File: src/sv/srarq_pkg.sv
package srarq_pkg;

    // stream payload widths
    localparam int SEQ_W     = 16;
    localparam int CMD_W     = 2;
    localparam int S_TDATA_W = 24;
    localparam int M_TDATA_W = 24;

    // configuration port
    localparam int CFG_DATA_W = 32;
    localparam int CFG_ADDR_W = 4;

    // register reset values
    localparam logic [4:0]  WINDOW_SLOTS_RST  = 5'd4;
    localparam logic [15:0] FRAME_COUNT_RST   = 16'd0;
    localparam logic [15:0] TIMEOUT_TICKS_RST = 16'd100;
    localparam logic        FINAL_BUFFER_RST  = 1'b0;

    typedef enum logic [CMD_W-1:0] {
        CMD_TICK    = 2'd0,
        CMD_ACK     = 2'd1,
        CMD_RESTART = 2'd2
    } cmd_t;

    typedef enum logic [1:0] {
        REG_WINDOW_SLOTS  = 2'd0,
        REG_FRAME_COUNT   = 2'd1,
        REG_TIMEOUT_TICKS = 2'd2,
        REG_FINAL_BUFFER  = 2'd3
    } reg_idx_t;

    typedef enum logic [3:0] {
        ST_IDLE   = 4'b0001,
        ST_SLIDE  = 4'b0010,
        ST_SCAN   = 4'b0100,
        ST_STATUS = 4'b1000
    } state_t;

endpackage

File: src/sv/srarq_sub.sv
module srarq_sub #(
    parameter int DW = 16
) (
    input  logic [DW-1:0] op_a,
    input  logic [DW-1:0] op_b,
    output logic [DW-1:0] diff,
    output logic          borrow
);

    // shared subtractor, borrow set when op_a < op_b
    assign {borrow, diff} = {1'b0, op_a} - {1'b0, op_b};

endmodule

File: src/sv/selective_repeat_arq_sender.sv
// channel   | dir | handshake                 | payload
// s_ (cmd)  | in  | s_tvalid / s_tready       | tuser command, tdata ack fields
// m_ (send) | out | m_tvalid / m_tready       | tuser send_valid, tdata frame, tlast
// cfg (apb) | in  | psel / penable / pready   | paddr 4*index, pwdata / prdata
//
// ack, restart and unused commands are handled in the idle state as they are accepted
// a tick goes through slide, scan and status: one slide step per leading acked slot,
// one scan step per window slot in use, then the status item; acks and scans share one subtractor
// a full output register slows the scan and the status item, nothing else
// reset (aresetn low, synchronous) empties the window, zeroes the tick clock and
// loads the register defaults; send times are never cleared and are only read for sent slots
module selective_repeat_arq_sender #(
    parameter int WINDOW_MAX = 16,
    parameter int TIME_BITS  = 16
) (
    input  logic                                aclk,
    input  logic                                aresetn,
    // input items
    input  logic                                s_tvalid,
    output logic                                s_tready,
    input  logic [srarq_pkg::S_TDATA_W-1:0]     s_tdata,   // ack_num, ack_negative, ack_corrupt
    input  logic [srarq_pkg::CMD_W-1:0]         s_tuser,   // command
    // result items
    output logic                                m_tvalid,
    input  logic                                m_tready,
    output logic [srarq_pkg::M_TDATA_W-1:0]     m_tdata,   // send_seqnum, send_end_flag, buffer_done
    output logic [0:0]                          m_tuser,   // send_valid
    output logic                                m_tlast,   // last_item
    // configuration
    input  logic                                psel,
    input  logic                                penable,
    input  logic                                pwrite,
    input  logic [srarq_pkg::CFG_ADDR_W-1:0]    paddr,
    input  logic [srarq_pkg::CFG_DATA_W-1:0]    pwdata,
    output logic [srarq_pkg::CFG_DATA_W-1:0]    prdata,
    output logic                                pready
);

    localparam int IW  = (WINDOW_MAX > 1) ? $clog2(WINDOW_MAX) : 1;
    localparam int WCW = $clog2(WINDOW_MAX + 1);
    localparam int SW  = (WCW > 5) ? WCW : 5;
    localparam int DW  = (TIME_BITS > 16) ? TIME_BITS : 16;
    localparam int SQ  = srarq_pkg::SEQ_W;

    typedef logic [WINDOW_MAX-1:0][TIME_BITS-1:0] time_arr_t;

    // configuration registers
    logic [4:0]    window_slots_reg;
    logic [SQ-1:0] frame_count_reg;
    logic [15:0]   timeout_ticks_reg;
    logic          final_buffer_reg;

    // window state
    srarq_pkg::state_t     state_reg, state_next;
    logic [SQ-1:0]         base_reg, base_next;
    logic [TIME_BITS-1:0]  clock_reg, clock_next;
    logic [WINDOW_MAX-1:0] acked_reg, acked_next;
    logic [WINDOW_MAX-1:0] sent_reg, sent_next;
    time_arr_t             time_reg, time_next;
    logic [SW-1:0]         scan_cnt_reg, scan_cnt_next;

    // output register
    logic                            m_tvalid_reg, m_tvalid_next;
    logic [srarq_pkg::M_TDATA_W-1:0] m_tdata_reg, m_tdata_next;
    logic                            m_tuser_reg, m_tuser_next;
    logic                            m_tlast_reg, m_tlast_next;

    // decoded input item
    srarq_pkg::cmd_t in_cmd;
    logic [SQ-1:0]   in_ack_seq;
    logic            in_ack_neg;
    logic            in_ack_corrupt;
    logic            in_accept;

    // shared subtractor
    logic [DW-1:0] sub_a, sub_b, sub_diff;
    logic          sub_borrow;

    logic [SW-1:0]         w_used;
    logic [SW-1:0]         ws_ext;
    logic [WINDOW_MAX-1:0] win_mask, keep_mask;
    logic [IW-1:0]         ack_off, scan_idx;
    logic                  ack_hit;
    logic [TIME_BITS-1:0]  age;
    logic                  age_over;
    logic [SQ:0]           seq_wide;
    logic                  in_range, end_flag, buffer_done, slot_due;
    logic                  scan_end, out_free, cfg_write;

    assign in_cmd         = srarq_pkg::cmd_t'(s_tuser);
    assign in_ack_seq     = s_tdata[SQ-1:0];
    assign in_ack_neg     = s_tdata[SQ];
    assign in_ack_corrupt = s_tdata[SQ+1];
    assign s_tready       = (state_reg == srarq_pkg::ST_IDLE);
    assign in_accept      = s_tvalid && s_tready;
    assign out_free       = !m_tvalid_reg || m_tready;

    // window size in use, clamped to 1..WINDOW_MAX
    assign ws_ext = SW'(window_slots_reg);
    always_comb begin
        priority if (ws_ext == '0) begin
            w_used = SW'(1);
        end else if (ws_ext > SW'(WINDOW_MAX)) begin
            w_used = SW'(WINDOW_MAX);
        end else begin
            w_used = ws_ext;
        end
    end

    // slot masks for the one-step slide
    always_comb begin
        for (int j = 0; j < WINDOW_MAX; j++) begin
            win_mask[j]  = (SW'(j) < w_used);
            keep_mask[j] = (SW'(j + 1) < w_used);
        end
    end

    // subtractor operands: send age while scanning, ack offset otherwise
    assign scan_idx = scan_cnt_reg[IW-1:0];
    always_comb begin
        if (state_reg == srarq_pkg::ST_SCAN) begin
            sub_a = DW'(clock_reg);
            sub_b = DW'(time_reg[scan_idx]);
        end else begin
            sub_a = DW'(in_ack_seq);
            sub_b = DW'(base_reg);
        end
    end

    srarq_sub #(
        .DW (DW)
    ) u_sub (
        .op_a   (sub_a),
        .op_b   (sub_b),
        .diff   (sub_diff),
        .borrow (sub_borrow)
    );

    // ack must sit at or above the base and within the window
    assign ack_off  = sub_diff[IW-1:0];
    assign ack_hit  = !in_ack_corrupt && !sub_borrow && (sub_diff < DW'(w_used));

    // age wraps with the tick clock
    assign age      = sub_diff[TIME_BITS-1:0];
    assign age_over = (DW'(age) > DW'(timeout_ticks_reg));

    // frame number of the slot under scan, no wrap
    assign seq_wide    = {1'b0, base_reg} + (SQ+1)'(scan_cnt_reg);
    assign in_range    = (seq_wide < {1'b0, frame_count_reg});
    assign end_flag    = final_buffer_reg && ((seq_wide + 1'b1) == {1'b0, frame_count_reg});
    assign buffer_done = (base_reg >= frame_count_reg);
    assign scan_end    = (scan_cnt_reg == w_used);
    assign slot_due    = in_range && !acked_reg[scan_idx] && (!sent_reg[scan_idx] || age_over);

    // sequencer
    always_comb begin
        state_next    = state_reg;
        base_next     = base_reg;
        clock_next    = clock_reg;
        acked_next    = acked_reg;
        sent_next     = sent_reg;
        time_next     = time_reg;
        scan_cnt_next = scan_cnt_reg;
        m_tvalid_next = m_tvalid_reg && !m_tready;
        m_tdata_next  = m_tdata_reg;
        m_tuser_next  = m_tuser_reg;
        m_tlast_next  = m_tlast_reg;

        unique case (state_reg)
            srarq_pkg::ST_IDLE: begin
                if (in_accept) begin
                    unique case (in_cmd)
                        srarq_pkg::CMD_TICK: begin
                            clock_next = clock_reg + 1'b1;
                            state_next = srarq_pkg::ST_SLIDE;
                        end
                        srarq_pkg::CMD_ACK: begin
                            if (ack_hit) begin
                                // a nack forces a resend, the acked bit stays
                                if (!in_ack_neg) begin
                                    acked_next[ack_off] = 1'b1;
                                end else begin
                                    sent_next[ack_off] = 1'b0;
                                end
                            end
                        end
                        srarq_pkg::CMD_RESTART: begin
                            acked_next = '0;
                            sent_next  = '0;
                            base_next  = '0;
                        end
                        default: begin
                        end
                    endcase
                end
            end
            srarq_pkg::ST_SLIDE: begin
                // one slot per cycle past the leading acked slots
                if (acked_reg[0]) begin
                    acked_next = ((acked_reg >> 1) & keep_mask) | (acked_reg & ~win_mask);
                    sent_next  = ((sent_reg >> 1) & keep_mask) | (sent_reg & ~win_mask);
                    for (int j = 0; j < WINDOW_MAX - 1; j++) begin
                        if (keep_mask[j]) begin
                            time_next[j] = time_reg[j + 1];
                        end
                    end
                    base_next = base_reg + 1'b1;
                end else begin
                    scan_cnt_next = '0;
                    state_next    = srarq_pkg::ST_SCAN;
                end
            end
            srarq_pkg::ST_SCAN: begin
                if (scan_end) begin
                    state_next = srarq_pkg::ST_STATUS;
                end else if (slot_due) begin
                    if (out_free) begin
                        m_tvalid_next       = 1'b1;
                        m_tdata_next        = srarq_pkg::M_TDATA_W'(
                                              {buffer_done, end_flag, seq_wide[SQ-1:0]});
                        m_tuser_next        = 1'b1;
                        m_tlast_next        = 1'b0;
                        sent_next[scan_idx] = 1'b1;
                        time_next[scan_idx] = clock_reg;
                        scan_cnt_next       = scan_cnt_reg + 1'b1;
                    end
                end else begin
                    scan_cnt_next = scan_cnt_reg + 1'b1;
                end
            end
            srarq_pkg::ST_STATUS: begin
                if (out_free) begin
                    m_tvalid_next = 1'b1;
                    m_tdata_next  = srarq_pkg::M_TDATA_W'({buffer_done, 1'b0, SQ'(0)});
                    m_tuser_next  = 1'b0;
                    m_tlast_next  = 1'b1;
                    state_next    = srarq_pkg::ST_IDLE;
                end
            end
            default: begin
                state_next = srarq_pkg::ST_IDLE;
            end
        endcase
    end

    always_ff @(posedge aclk) begin
        if (!aresetn) begin
            state_reg    <= srarq_pkg::ST_IDLE;
            base_reg     <= '0;
            clock_reg    <= '0;
            acked_reg    <= '0;
            sent_reg     <= '0;
            scan_cnt_reg <= '0;
            m_tvalid_reg <= 1'b0;
        end else begin
            state_reg    <= state_next;
            base_reg     <= base_next;
            clock_reg    <= clock_next;
            acked_reg    <= acked_next;
            sent_reg     <= sent_next;
            scan_cnt_reg <= scan_cnt_next;
            m_tvalid_reg <= m_tvalid_next;
        end
    end

    // send times and output payload, no reset
    always_ff @(posedge aclk) begin
        time_reg    <= time_next;
        m_tdata_reg <= m_tdata_next;
        m_tuser_reg <= m_tuser_next;
        m_tlast_reg <= m_tlast_next;
    end

    assign m_tvalid   = m_tvalid_reg;
    assign m_tdata    = m_tdata_reg;
    assign m_tuser[0] = m_tuser_reg;
    assign m_tlast    = m_tlast_reg;

    // configuration port, register i at byte address 4*i
    assign pready    = 1'b1;
    assign cfg_write = psel && penable && pwrite && pready;

    always_ff @(posedge aclk) begin
        if (!aresetn) begin
            window_slots_reg  <= srarq_pkg::WINDOW_SLOTS_RST;
            frame_count_reg   <= srarq_pkg::FRAME_COUNT_RST;
            timeout_ticks_reg <= srarq_pkg::TIMEOUT_TICKS_RST;
            final_buffer_reg  <= srarq_pkg::FINAL_BUFFER_RST;
        end else if (cfg_write) begin
            unique case (srarq_pkg::reg_idx_t'(paddr[3:2]))
                srarq_pkg::REG_WINDOW_SLOTS:  window_slots_reg  <= pwdata[4:0];
                srarq_pkg::REG_FRAME_COUNT:   frame_count_reg   <= pwdata[15:0];
                srarq_pkg::REG_TIMEOUT_TICKS: timeout_ticks_reg <= pwdata[15:0];
                srarq_pkg::REG_FINAL_BUFFER:  final_buffer_reg  <= pwdata[0];
                default: begin
                end
            endcase
        end
    end

    always_comb begin
        unique case (srarq_pkg::reg_idx_t'(paddr[3:2]))
            srarq_pkg::REG_WINDOW_SLOTS:  prdata = srarq_pkg::CFG_DATA_W'(window_slots_reg);
            srarq_pkg::REG_FRAME_COUNT:   prdata = srarq_pkg::CFG_DATA_W'(frame_count_reg);
            srarq_pkg::REG_TIMEOUT_TICKS: prdata = srarq_pkg::CFG_DATA_W'(timeout_ticks_reg);
            srarq_pkg::REG_FINAL_BUFFER:  prdata = srarq_pkg::CFG_DATA_W'(final_buffer_reg);
            default:                      prdata = '0;
        endcase
    end

endmodule

File: config.mk
export PLATFORM = sky130hd
export DESIGN_NAME = selective_repeat_arq_sender
export DESIGN_NICKNAME = d
export VERILOG_FILES = /design/src/sv/srarq_pkg.sv /design/src/sv/srarq_sub.sv /design/src/sv/selective_repeat_arq_sender.sv
export SDC_FILE = /design/constraint.sdc
export NUM_CORES = 1
export LEC_CHECK = 0
export ABC_AREA = 0
export BUFFER_PORTS_ARGS = -buffer_cell sky130_fd_sc_hd__buf_2
export CORE_UTILIZATION = 45
export CTS_BUF_LIST = sky130_fd_sc_hd__clkbuf_8 sky130_fd_sc_hd__clkbuf_16
export DETAILED_ROUTE_END_ITERATION = 7
export PLACE_DENSITY = 0.68
export SETUP_SLACK_MARGIN = 0.1
export SLEW_MARGIN = 10
export SYNTH_ARGS = -nofsm -noshare
export SYNTH_HDL_FRONTEND = slang
export SYNTH_SLANG_ARGS = --single-unit
export TNS_END_PERCENT = 1
File: constraint.sdc
create_clock -name aclk -period 7.2 [get_ports aclk]
set_input_delay 0.36 -clock aclk [delete_from_list [all_inputs] [get_ports aclk]]
set_output_delay 0.36 -clock aclk [all_outputs]
set_load 0.05 [all_outputs]
==> run metrics, run 1 <==
run status=completed; fraction of post-synthesis cell area in the top cell type by area=0.367; required time of the critical path=approximately 7.7 ns; summed instance area of the synthesized netlist=0.0226 sq mm; cell accounting for the most synthesized area=sky130_fd_sc_hd__edfxtp_1; HPWL after detailed placement=46.5 mm; number of buffers added by the clock tree synthesis step=43; drt wl/cell=roughly 23 um; total vias in the final route=between 15,000 and 20,000; register-to-register setup slack=between 0.4 and 0.5 ns; cts-stage hold buffer count=0; die outline height=about 230 um; post_cts resized=0; prevailing post-synth register cell=sky130_fd_sc_hd__edfxtp_1; Port Buffer Count=82; layout-stage area growth over the synthesis result=12.4%; unrepaired setup endpoints after global routing=false; clock latency on the worst-skew pair=0.58 ns; number of buffers between clock root and the deepest sink=3; pwr dens=between 150 and 200 mW/mm^2; part of the total power dissipated in the clock network=0.463; largest fanout on the critical path=17; critical-path cell list=buf_4, mux4_2, mux4_2, mux2i_1, ha_1, a21o_1, xnor2_1, inv_1, ha_1, a211oi_1, o221ai_1, a211oi_1, o221ai_1, a2111oi_2, nand4bb_1, or4_1, a211o_1, buf_12, o21ba_1, a211oi_2; number of enable-type register cells in the synthesized netlist=between 200 and 300; worst-case reg-to-reg path depth=20; fmax=about 150 MHz; count of state elements after synthesis=~390; area enclosed by the die boundary=0.0510 sq mm; number of antenna violations at the first check in global routing=0; Crit Path Class=flip-flop to flip-flop; via count of the first global-routing pass=around 17,000; portion of total power attributed to sequential cells=0.480; standby leakage power=0.00872 uW; number of cells produced by synthesis=roughly 2,100; crit share post-route=0.937; Max Slew Vio Count=0; Hold Crit Class=input pin to flip-flop; maximum cell stage delay along the critical path=approximately 0.60 ns; worst hold-check slack=approximately 0.036 ns; utilization after layout=0.516; Setup-failing EPs final=0; Cell variety after synth=73; CTS root buffer=sky130_fd_sc_hd__clkbuf_16; Worst Path Arrival=roughly 7.2 ns; Ant. Diodes=0; antenna-violating nets left=0; CP Launch Type=flip-flop; slack of the critical path=about 0.46 ns; worst IR drop on VDD=151 uV; via count normalized by instance count=about 6.2; internal power component=approximately 3800 uW; Switch Pwr=between 1000 and 1500 uW; launching point of the worst reg2reg path=scan_cnt_reg[0]$_SDFFE_PN0P_; number of flip-flops under the largest register name=256; Remaining Overflow, GRT=0; Worst-Margin Slew=approximately 1.2 ns; Post-synth top cells=sky130_fd_sc_hd__edfxtp_1 (276), sky130_fd_sc_hd__a22o_1 (251), sky130_fd_sc_hd__nand2_1 (202); worst hold start=pwdata[9]; Slew headroom=0.175; Critical Path Slowest Stage Cell=sky130_fd_sc_hd__dfxtp_4; clk_skew=around 0.026 ns; worst slack, placed=around 0.44 ns; ratio of cells with drive above 1 in the final layout=0.164; total number of nets in the final design=about 2,200; synth warn=0; worst hold stages=3; most common cell in the synthesized netlist=sky130_fd_sc_hd__edfxtp_1; R2R Path End=sent_reg[15]$_SDFFE_PN0P_; total number of placement rows=approximately 80; GPL Wtd Cong=roughly 0.91; Core Footprint=between 0.04 and 0.05 sq mm; switching power as a share of total power=0.234; router iterations before antenna repair=6; All-Layer GR Usage=0.248; TritonCTS clock tree=yes; max-cap check violation count=0; IO Pins=130; total routed wirelength=approximately 63 mm; number of clock sinks=approximately 390; hold violation total from the final report=0; number of DRC markers in iteration 0=approximately 1,700; Async SR Flop Fraction=0; end point of the worst hold path=timeout_ticks_reg[9]$_SDFFE_PN0P_; maximum number of pins on one net before global-route repair=93; cell types occupying the most area after synthesis=sky130_fd_sc_hd__edfxtp_1 (37%), sky130_fd_sc_hd__dfxtp_1 (9.9%), sky130_fd_sc_hd__a22o_1 (9.7%); register area share after synthesis=0.467; fin crit period=a little under 7 ns; first-pass GRT wire length=approximately 98 mm; type of element capturing the critical path=flip-flop; Post-Syn Area per Cell=10.9 sq um; initial cell density of the core=0.459; horizontal extent of the die=about 230 um; combinational power share=0.057; maximum level of the CTS H-tree=2; remaining design rule violation count=0; Reg clk slew, reported paths=0.06 ns
-- timing repair --
| action | CTS | global route |
|---|---|---|
| hold endpoints to repair | 0 | 0 |
| buffers inserted | 0 | 1 |
| endpoints found under the setup margin | 0 | 128 |
-- how the worst max path moves through the flow --
stage | startpoint | endpoint | slack [ns]
after floorplan | scan_cnt_reg[0]$_SDFFE_PN0P_ | time_reg[0]$_DFFE_PP_ | -0.36
after global placement | scan_cnt_reg[0]$_SDFFE_PN0P_ | time_reg[238]$_DFFE_PP_ | 0.52
after detailed placement | scan_cnt_reg[0]$_SDFFE_PN0P_ | sent_reg[15]$_SDFFE_PN0P_ | 0.44
after CTS | scan_cnt_reg[0]$_SDFFE_PN0P_ | sent_reg[15]$_SDFFE_PN0P_ | 0.40
after global routing | scan_cnt_reg[0]$_SDFFE_PN0P_ | sent_reg[15]$_SDFFE_PN0P_ | 0.19
final | scan_cnt_reg[0]$_SDFFE_PN0P_ | sent_reg[15]$_SDFFE_PN0P_ | 0.46
-- power groups by stage --
stage	Combinational, uW	Clock, uW	Sequential (uW)
2_1_floorplan	198	0	2420
4_1_cts	276	2320	2370
6_report	281	2290	2370
5_1_grt	304	2400	2370
3_5_place_dp	275	0	2420
3_3_place_gp	269	0	2420
-- metal layers --
metal  share of wire  wire length, um  track usage
met1            0.41            25900        0.323
met5               0                0            0
met4           0.039             2440       0.0979
met2            0.49            30900        0.420
met3           0.061             3870       0.0321
-- metrics by stage --
stage | power, uW | setup TNS, ns | cells | instance area [sq um]
2_1_floorplan | 2620 | -41.72 | 2096 | 22700
3_3_place_gp | 2690 | 0 | 2708 | 23900
3_5_place_dp | 2700 | 0 | 2708 | 23900
4_1_cts | 4970 | 0 | 2788 | 25300
5_1_grt | 5080 | 0 | 2789 | 25400
6_report | 4940 | 0 | 2789 | 25400
-- cell families (layout without fill, tap and decap cells) --
kind of cell,after synthesis,after routing,synth area share
fa+ha+maj,82,82,0.0461
other cells,2,23,0.000333
flops,388,388,0.467
mux,120,120,0.103
simple gates,536,536,0.109
buf+inv,267,296,0.0489
xor+xnor,70,70,0.0272
compound gates,610,610,0.199
-- area by class of cell --
type	count	area, sq um
Clock buffer	47	1140
Multi-Input combinational cell	1441	11100
Inverter	69	259
Timing Repair Buffer	147	1130
Sequential cell	388	10500
Clock inverter	33	339
Fill cell	4194	23800
Tap cell	664	831
-- placed cells by master, fill, tap and decap left out, types with 72 or more instances in the layout --
cell                       count
sky130_fd_sc_hd__inv_1        72
sky130_fd_sc_hd__a21oi_1     111
sky130_fd_sc_hd__nor2_1      143
sky130_fd_sc_hd__a22o_1      251
sky130_fd_sc_hd__mux4_2       89
sky130_fd_sc_hd__edfxtp_1    276
sky130_fd_sc_hd__ha_1         80
sky130_fd_sc_hd__buf_2        82
sky130_fd_sc_hd__dfxtp_1     109
sky130_fd_sc_hd__nand2_1     202
-- worst max-delay path, delay by kind of cell (launching register included) --
kind	cells	cell delay, ns
AO/OA/AOI/OAI	9	2.43
adder cells (fa/ha/maj)	2	0.53
multiplexers	3	1.26
buffers and inverters	3	0.75
XOR/XNOR	1	0.34
AND/OR/NAND/NOR	2	0.69
flip-flops	1	0.60
Power figures use the tool's default switching activity.
==> inputs of run 2 (changes only) <==
Settings changed: CTS_BUF_LIST sky130_fd_sc_hd__clkbuf_8 sky130_fd_sc_hd__clkbuf_16 to sky130_fd_sc_hd__clkbuf_16.
==> run 2 against run 1 <==
Against the previous run:
- global-route usage about the same
- combinational power hardly changed
- design area decreased by 0.12%
- cell count did not move
- via count fell by 0.19%
- largest cell class unchanged
- largest power group unchanged
- highest routed layer unchanged
==> run metrics, run 2 (synthesized netlist as in run 1, its figures left out) <==
Ant. Diodes=0 (unchanged); clock latency on the worst-skew pair=0.58 ns (about the same); clk_skew=0.0268 ns (+0.000967 ns); Port Buffer Count=82 (unchanged); layout-stage area growth over the synthesis result=12.3%; Setup-failing EPs final=0 (unchanged); die outline height=226 um (unchanged); largest fanout on the critical path=17 (unchanged); via count normalized by instance count=6.20 (-0.19%); R2R Path End=sent_reg[15]$_SDFFE_PN0P_; Critical path origin=scan_cnt_reg[0]$_SDFFE_PN0P_; register-to-register setup slack=0.45 ns (about the same); IO Pins=130 (unchanged); total number of nets in the final design=2,241 (unchanged); number of flip-flops under the largest register name=256 (unchanged); Slew headroom=0.167 (-0.00794); antenna-violating nets left=0 (unchanged); total routed wirelength=63.1 mm (-0.10%); cts-stage hold buffer count=0 (unchanged); maximum number of pins on one net before global-route repair=93 (unchanged); Worst-Margin Slew=1.24 ns (+0.0119 ns); count of fill cells added during filler insertion=4,193 (-0.024%); crit share post-route=0.937 (about the same); fmax=148 MHz (about the same); worst-case reg-to-reg path depth=20 (unchanged); Max Slew Vio Count=0 (unchanged); run status=completed; remaining design rule violation count=0 (unchanged); first-pass GRT wire length=98.3 mm (about the same); type of element capturing the critical path=flip-flop; CTS root buffer=sky130_fd_sc_hd__clkbuf_16; worst hold stages=3 (unchanged); ratio of cells with drive above 1 in the final layout=0.163 (-0.000471); Reg clk slew, reported paths=0.06 ns (about the same); horizontal extent of the die=226 um (unchanged); via count of the first global-routing pass=16,800 (+0.24%); Remaining Overflow, GRT=0 (unchanged); router iterations before antenna repair=6 (unchanged); CP Launch Type=flip-flop; end point of the worst hold path=timeout_ticks_reg[9]$_SDFFE_PN0P_; hold violation total from the final report=0 (unchanged); Worst Path Arrival=7.23 ns (about the same); maximum level of the CTS H-tree=2 (unchanged); number of antenna violations at the first check in global routing=0 (unchanged); top library cells by usage in the layout, fill and taps aside=sky130_fd_sc_hd__edfxtp_1 (276), sky130_fd_sc_hd__a22o_1 (251), sky130_fd_sc_hd__nand2_1 (202); final cell area excluding filler cells=0.0253 sq mm (-0.12%); fin crit period=6.75 ns (+0.00364 ns); GPL Wtd Cong=0.913 (unchanged); Hold Crit Class=input pin to flip-flop; number of clock sinks=388 (unchanged); All-Layer GR Usage=0.249 (about the same); initial cell density of the core=0.459 (unchanged); number of DRC markers in iteration 0=1,690 (+1.7%); worst IR drop on VDD=151 uV (-0.17%); TritonCTS clock tree=yes; area enclosed by the die boundary=0.0510 sq mm (unchanged); Crit Path Class=flip-flop to flip-flop; total number of placement rows=81 (unchanged); pwr dens=194 mW/mm^2 (-0.49%); standby leakage power=0.00871 uW (-0.13%); drt wl/cell=22.6 um (-0.10%); number of buffers between clock root and the deepest sink=3 (unchanged); worst hold start=pwdata[9]; total chip power=4910 uW (-0.61%); required time of the critical path=7.69 ns (about the same); unrepaired setup endpoints after global routing=false; max-cap check violation count=0 (unchanged); launching point of the worst reg2reg path=scan_cnt_reg[0]$_SDFFE_PN0P_; Core Footprint=0.0492 sq mm (unchanged); total vias in the final route=17,300 (-0.19%); HPWL after detailed placement=46.5 mm (unchanged); number of buffers added by the clock tree synthesis step=43 (unchanged); most common library cell in the layout ignoring fill and taps=sky130_fd_sc_hd__edfxtp_1; placement-stage cell area=0.0239 sq mm (unchanged)
run 2: cell types whose count changed in the layout (fill, tap and decap cells not counted), sizes merged:
cell	previous run	this run
clkinv	19	20
inv	75	77
clkbuf	47	44
run 2: worst max-delay path by stage:
stage	to	slack, ns	cells after the start
5_1_grt	sent_reg[15]$_SDFFE_PN0P_	0.19	20
6_report	sent_reg[15]$_SDFFE_PN0P_	0.45	20
3_3_place_gp	time_reg[238]$_DFFE_PP_	0.52	22
2_1_floorplan	time_reg[0]$_DFFE_PP_	-0.36	21
3_5_place_dp	sent_reg[15]$_SDFFE_PN0P_	0.44	20
4_1_cts	sent_reg[15]$_SDFFE_PN0P_	0.40	20
run 2: layer usage:
metal,global-route usage,vias up,share of wire
met5,0,-,0
met4,0.104,0,0.039
met3,0.0347,119,0.061
met2,0.418,661,0.49
met1,0.321,8580,0.41
li1,-,7920,-
run 2: stage by stage:
step	worst slack [ns]	std cells	hold WS (ns)	setup TNS, ns	utilization
floorplan	-0.355	2096	0.406	-41.72	-
global placement	0.520	2708	0.464	0	0.485
detailed placement	0.440	2708	0.470	0	0.485
CTS	0.403	2788	0.00932	0	0.515
global route	0.191	2789	0.0307	0	0.515
finish	0.452	2789	0.0354	0	0.515
run 2: repair_timing:
action	4_1_cts	5_1_grt
setup endpoints to repair	0	124
gates resized for setup	0	0
setup buffers	0	1
hold endpoints to repair	0	0
run 2: area by class of cell:
| cell class | count | area [sq um] | share of cell area |
|---|---|---|---|
| clock buffers | 44 | 1100 | 0.0435 |
| inverters | 69 | 259 | 0.0102 |
| multi-input cells | 1441 | 11100 | 0.439 |
| well taps | 664 | 831 | 0.0328 |
| repair buffers | 147 | 1130 | 0.0446 |
| flip-flops and latches | 388 | 10500 | 0.416 |
| clock inverters | 36 | 350 | 0.0138 |
run 2: power breakdown:
| group | internal, uW | total, uW | switching [uW] |
|---|---|---|---|
| Clock | 1310 | 2260 | 954 |
| Sequential | 2360 | 2370 | 8.14 |
| Combinational | 87.3 | 281 | 194 |
run 2: critical path, stage by stage (launching register included):
cell and delay (ns):
sky130_fd_sc_hd__dfxtp_4 0.60, sky130_fd_sc_hd__buf_4 0.36, sky130_fd_sc_hd__mux4_2 0.59, sky130_fd_sc_hd__mux4_2 0.51, sky130_fd_sc_hd__mux2i_1 0.16, sky130_fd_sc_hd__ha_1 0.30
sky130_fd_sc_hd__a21o_1 0.19, sky130_fd_sc_hd__xnor2_1 0.36, sky130_fd_sc_hd__inv_1 0.16, sky130_fd_sc_hd__ha_1 0.23, sky130_fd_sc_hd__a211oi_1 0.21, sky130_fd_sc_hd__o221ai_1 0.30
sky130_fd_sc_hd__a211oi_1 0.30, sky130_fd_sc_hd__o221ai_1 0.17, sky130_fd_sc_hd__a2111oi_2 0.35, sky130_fd_sc_hd__nand4bb_1 0.12, sky130_fd_sc_hd__or4_1 0.56, sky130_fd_sc_hd__a211o_1 0.53
sky130_fd_sc_hd__buf_12 0.23, sky130_fd_sc_hd__o21ba_1 0.17, sky130_fd_sc_hd__a211oi_2 0.18
==> inputs of run 3 (changes only) <==
--- a/config.mk
+++ b/config.mk
@@ -8,8 +8,8 @@
 export ABC_AREA = 0
 export BUFFER_PORTS_ARGS = -buffer_cell sky130_fd_sc_hd__buf_2
-export CORE_UTILIZATION = 45
+export CORE_UTILIZATION = 56
 export CTS_BUF_LIST = sky130_fd_sc_hd__clkbuf_16
 export DETAILED_ROUTE_END_ITERATION = 7
-export PLACE_DENSITY = 0.68
+export PLACE_DENSITY = 0.81
 export SETUP_SLACK_MARGIN = 0.1
 export SLEW_MARGIN = 10
==> constraint.sdc (replaced) <==
create_clock -name aclk -period 7.2 [get_ports aclk]
set_input_delay 0.36 -clock aclk [delete_from_list [all_inputs] [get_ports aclk]]
set_output_delay 0.36 -clock aclk [all_outputs]
set_load 0.005 [all_outputs]
==> run 3 against run 2 <==
Against the previous run:
- design area decreased by 1.2%
- global-route usage up 6.3 points
- combinational power decreased by 11%
- clock power is 3% lower
- clock-buffer cell count down 1
- sequential share of layout area is 0.49 points higher
- hold slack better by 0.018 ns
- setup slack got worse by 0.10 ns
- maximum frequency down 1.5%
- register-to-register slack got worse by 0.10 ns
- via count up 4.0%
- flip-flop and latch count is the same
- critical path type unchanged
- largest cell class unchanged
- highest routed layer unchanged
==> run metrics, run 3 (synthesized netlist as in run 1, its figures left out) <==
run status=completed; unrepaired setup endpoints after global routing=false; Worst Path Arrival=7.12 ns (-0.11 ns); most common library cell in the layout ignoring fill and taps=sky130_fd_sc_hd__edfxtp_1; Ant. Diodes=0 (unchanged); area enclosed by the die boundary=0.0411 sq mm (-19%); first-pass GRT wire length=100 mm (+1.8%); clock latency on the worst-skew pair=0.57 ns (about the same); Setup-failing EPs final=0 (unchanged); All-Layer GR Usage=0.311 (+0.0627); total setup buffers inserted after CTS=0 (unchanged); total routed wirelength=64.1 mm (+1.6%); HPWL after detailed placement=45.1 mm (-2.9%); standby leakage power=0.00867 uW (-0.52%); fin crit period=6.85 ns (+0.104 ns); worst slack, placed=0.416 ns (-0.0234 ns); remaining design rule violation count=0 (unchanged); total vias in the final route=18,000 (+4.0%); CP Launch Type=flip-flop; clk_skew=0.0270 ns (+0.000121 ns); Core Footprint=0.0397 sq mm (-19%); Critical Path Slowest Stage Cell=sky130_fd_sc_hd__mux4_2; antenna-violating nets left=0 (unchanged); largest fanout on the critical path=16 (-1); router iterations before antenna repair=8 (+2); layout-stage area growth over the synthesis result=11.0%; Slew headroom=0.157 (-0.00971); crit share post-route=0.952 (+0.0145); number of clock sinks=388 (unchanged); maximum level of the CTS H-tree=2 (unchanged); number of DRC markers in iteration 0=2,155 (+28%); TritonCTS clock tree=yes; Remaining Overflow, GRT=0 (unchanged); number of buffers between clock root and the deepest sink=3 (unchanged); initial cell density of the core=0.568 (+0.109); total chip power=4820 uW (-2.0%); critical-path cell list=buf_4, mux4_2, mux4_2, mux2i_1, ha_1, o211ai_1, a21oi_1, nand2b_1, a21oi_1, a211oi_1, xor2_1, ha_1, nand4_1, nor4_1, or3_1, o221a_2, nor2_1, nand2_1, o21a_1, buf_4, a211oi_2, buf_12; drt wl/cell=24.3 um (+7.3%); maximum cell stage delay along the critical path=0.59 ns (about the same); hold violation total from the final report=0 (unchanged); Crit Path Class=flip-flop to flip-flop; total number of nets in the final design=2,236 (-0.22%); top library cells by usage in the layout, fill and taps aside=sky130_fd_sc_hd__edfxtp_1 (276), sky130_fd_sc_hd__a22o_1 (251), sky130_fd_sc_hd__nand2_1 (202); pwr dens=192 mW/mm^2 (-0.80%); Worst-Margin Slew=1.26 ns (+0.0145 ns); Port Buffer Count=82 (unchanged); type of element capturing the critical path=flip-flop; fmax=146 MHz (-1.5%); number of antenna violations at the first check in global routing=0 (unchanged); horizontal extent of the die=203 um (-10%); required time of the critical path=7.46 ns (-0.23 ns); via count of the first global-routing pass=17,200 (+2.5%); number of flip-flops under the largest register name=256 (unchanged); Reg clk slew, reported paths=0.06 ns (about the same); max-cap check violation count=0 (unchanged); die outline height=203 um (-10%); worst IR drop on VDD=155 uV (+2.6%); ratio of cells with drive above 1 in the final layout=0.157 (-0.00592); utilization after layout=0.630 (+0.115); CTS root buffer=sky130_fd_sc_hd__clkbuf_16; Hold Crit Class=input pin to flip-flop; final cell count without fillers=2,641 (-5.3%); total instance count after detailed placement=2,567 (-5.2%); maximum number of pins on one net before global-route repair=104 (+12%); GPL Wtd Cong=0.927 (+1.5%); IO Pins=130 (unchanged); Max Slew Vio Count=0 (unchanged); slack of the critical path=0.348 ns (-0.104 ns); via count normalized by instance count=6.80 (+9.8%); total number of placement rows=73 (-9.9%); number of buffers added by the clock tree synthesis step=41 (-4.7%)
[run 3: path summary, 6_finish.rpt]
| check | start | to | slack, ns | cells past startpoint |
|---|---|---|---|---|
| setup reg to reg | scan_cnt_reg[0]$_SDFFE_PN0P_ | time_reg[99]$_DFFE_PP_ | 0.35 | 22 |
| setup / recovery | scan_cnt_reg[0]$_SDFFE_PN0P_ | time_reg[99]$_DFFE_PP_ | 0.35 | 22 |
| hold / removal | pwdata[13] | frame_count_reg[13]$_SDFFE_PN0P_ | 0.05 | 3 |
| hold reg to reg | timeout_ticks_reg[4]$_SDFFE_PN0P_ | timeout_ticks_reg[4]$_SDFFE_PN0P_ | 0.48 | 2 |
[run 3: final cells by class]
cell class                 count  area, sq um
fill                        2941        14700
clock buffer                  43         1080
timing repair buffer         144         1050
tap                          525          657
sequential                   388        10500
clock inverter                31          322
inverter                      69          259
multi-input combinational   1441        11100
[run 3: worst max-delay path, delay by kind of cell, from the launching register on]
family	cells	cell delay, ns
compound gates	7	1.64
mux	3	1.28
simple gates	6	1.18
buf+inv	3	0.77
fa+ha+maj	2	0.60
flops	1	0.53
xor+xnor	1	0.51
[run 3: per-stage QoR]
stage / setup TNS (ns) / instance area (sq um) / hold slack, ns
finish: 0 / 25000 / 0.0530
global route: 0 / 25000 / 0.0647
CTS: 0 / 25000 / 0.0422
detailed placement: 0 / 23600 / 0.471
global placement: 0 / 23600 / 0.460
floorplan: -41.72 / 22700 / 0.406
[run 3: power breakdown]
| part | internal (uW) | switching, uW |
|---|---|---|
| Clock | 1300 | 894 |
| Combinational | 87.2 | 162 |
| Sequential | 2360 | 7.95 |
[run 3: metal layers]
metal / vias up / routed length (um) / track usage
li1: 7909 / - / -
met1: 8762 / 24100 / 0.399
met2: 1123 / 31300 / 0.524
met3: 175 / 5680 / 0.0422
met4: 0 / 3070 / 0.144
met5: - / 0 / 0
[run 3: what timing repair did]
action | CTS | global route
endpoints found under the setup margin | 0 | 4
gates resized for setup | 0 | 1
hold buffers | 0 | 0
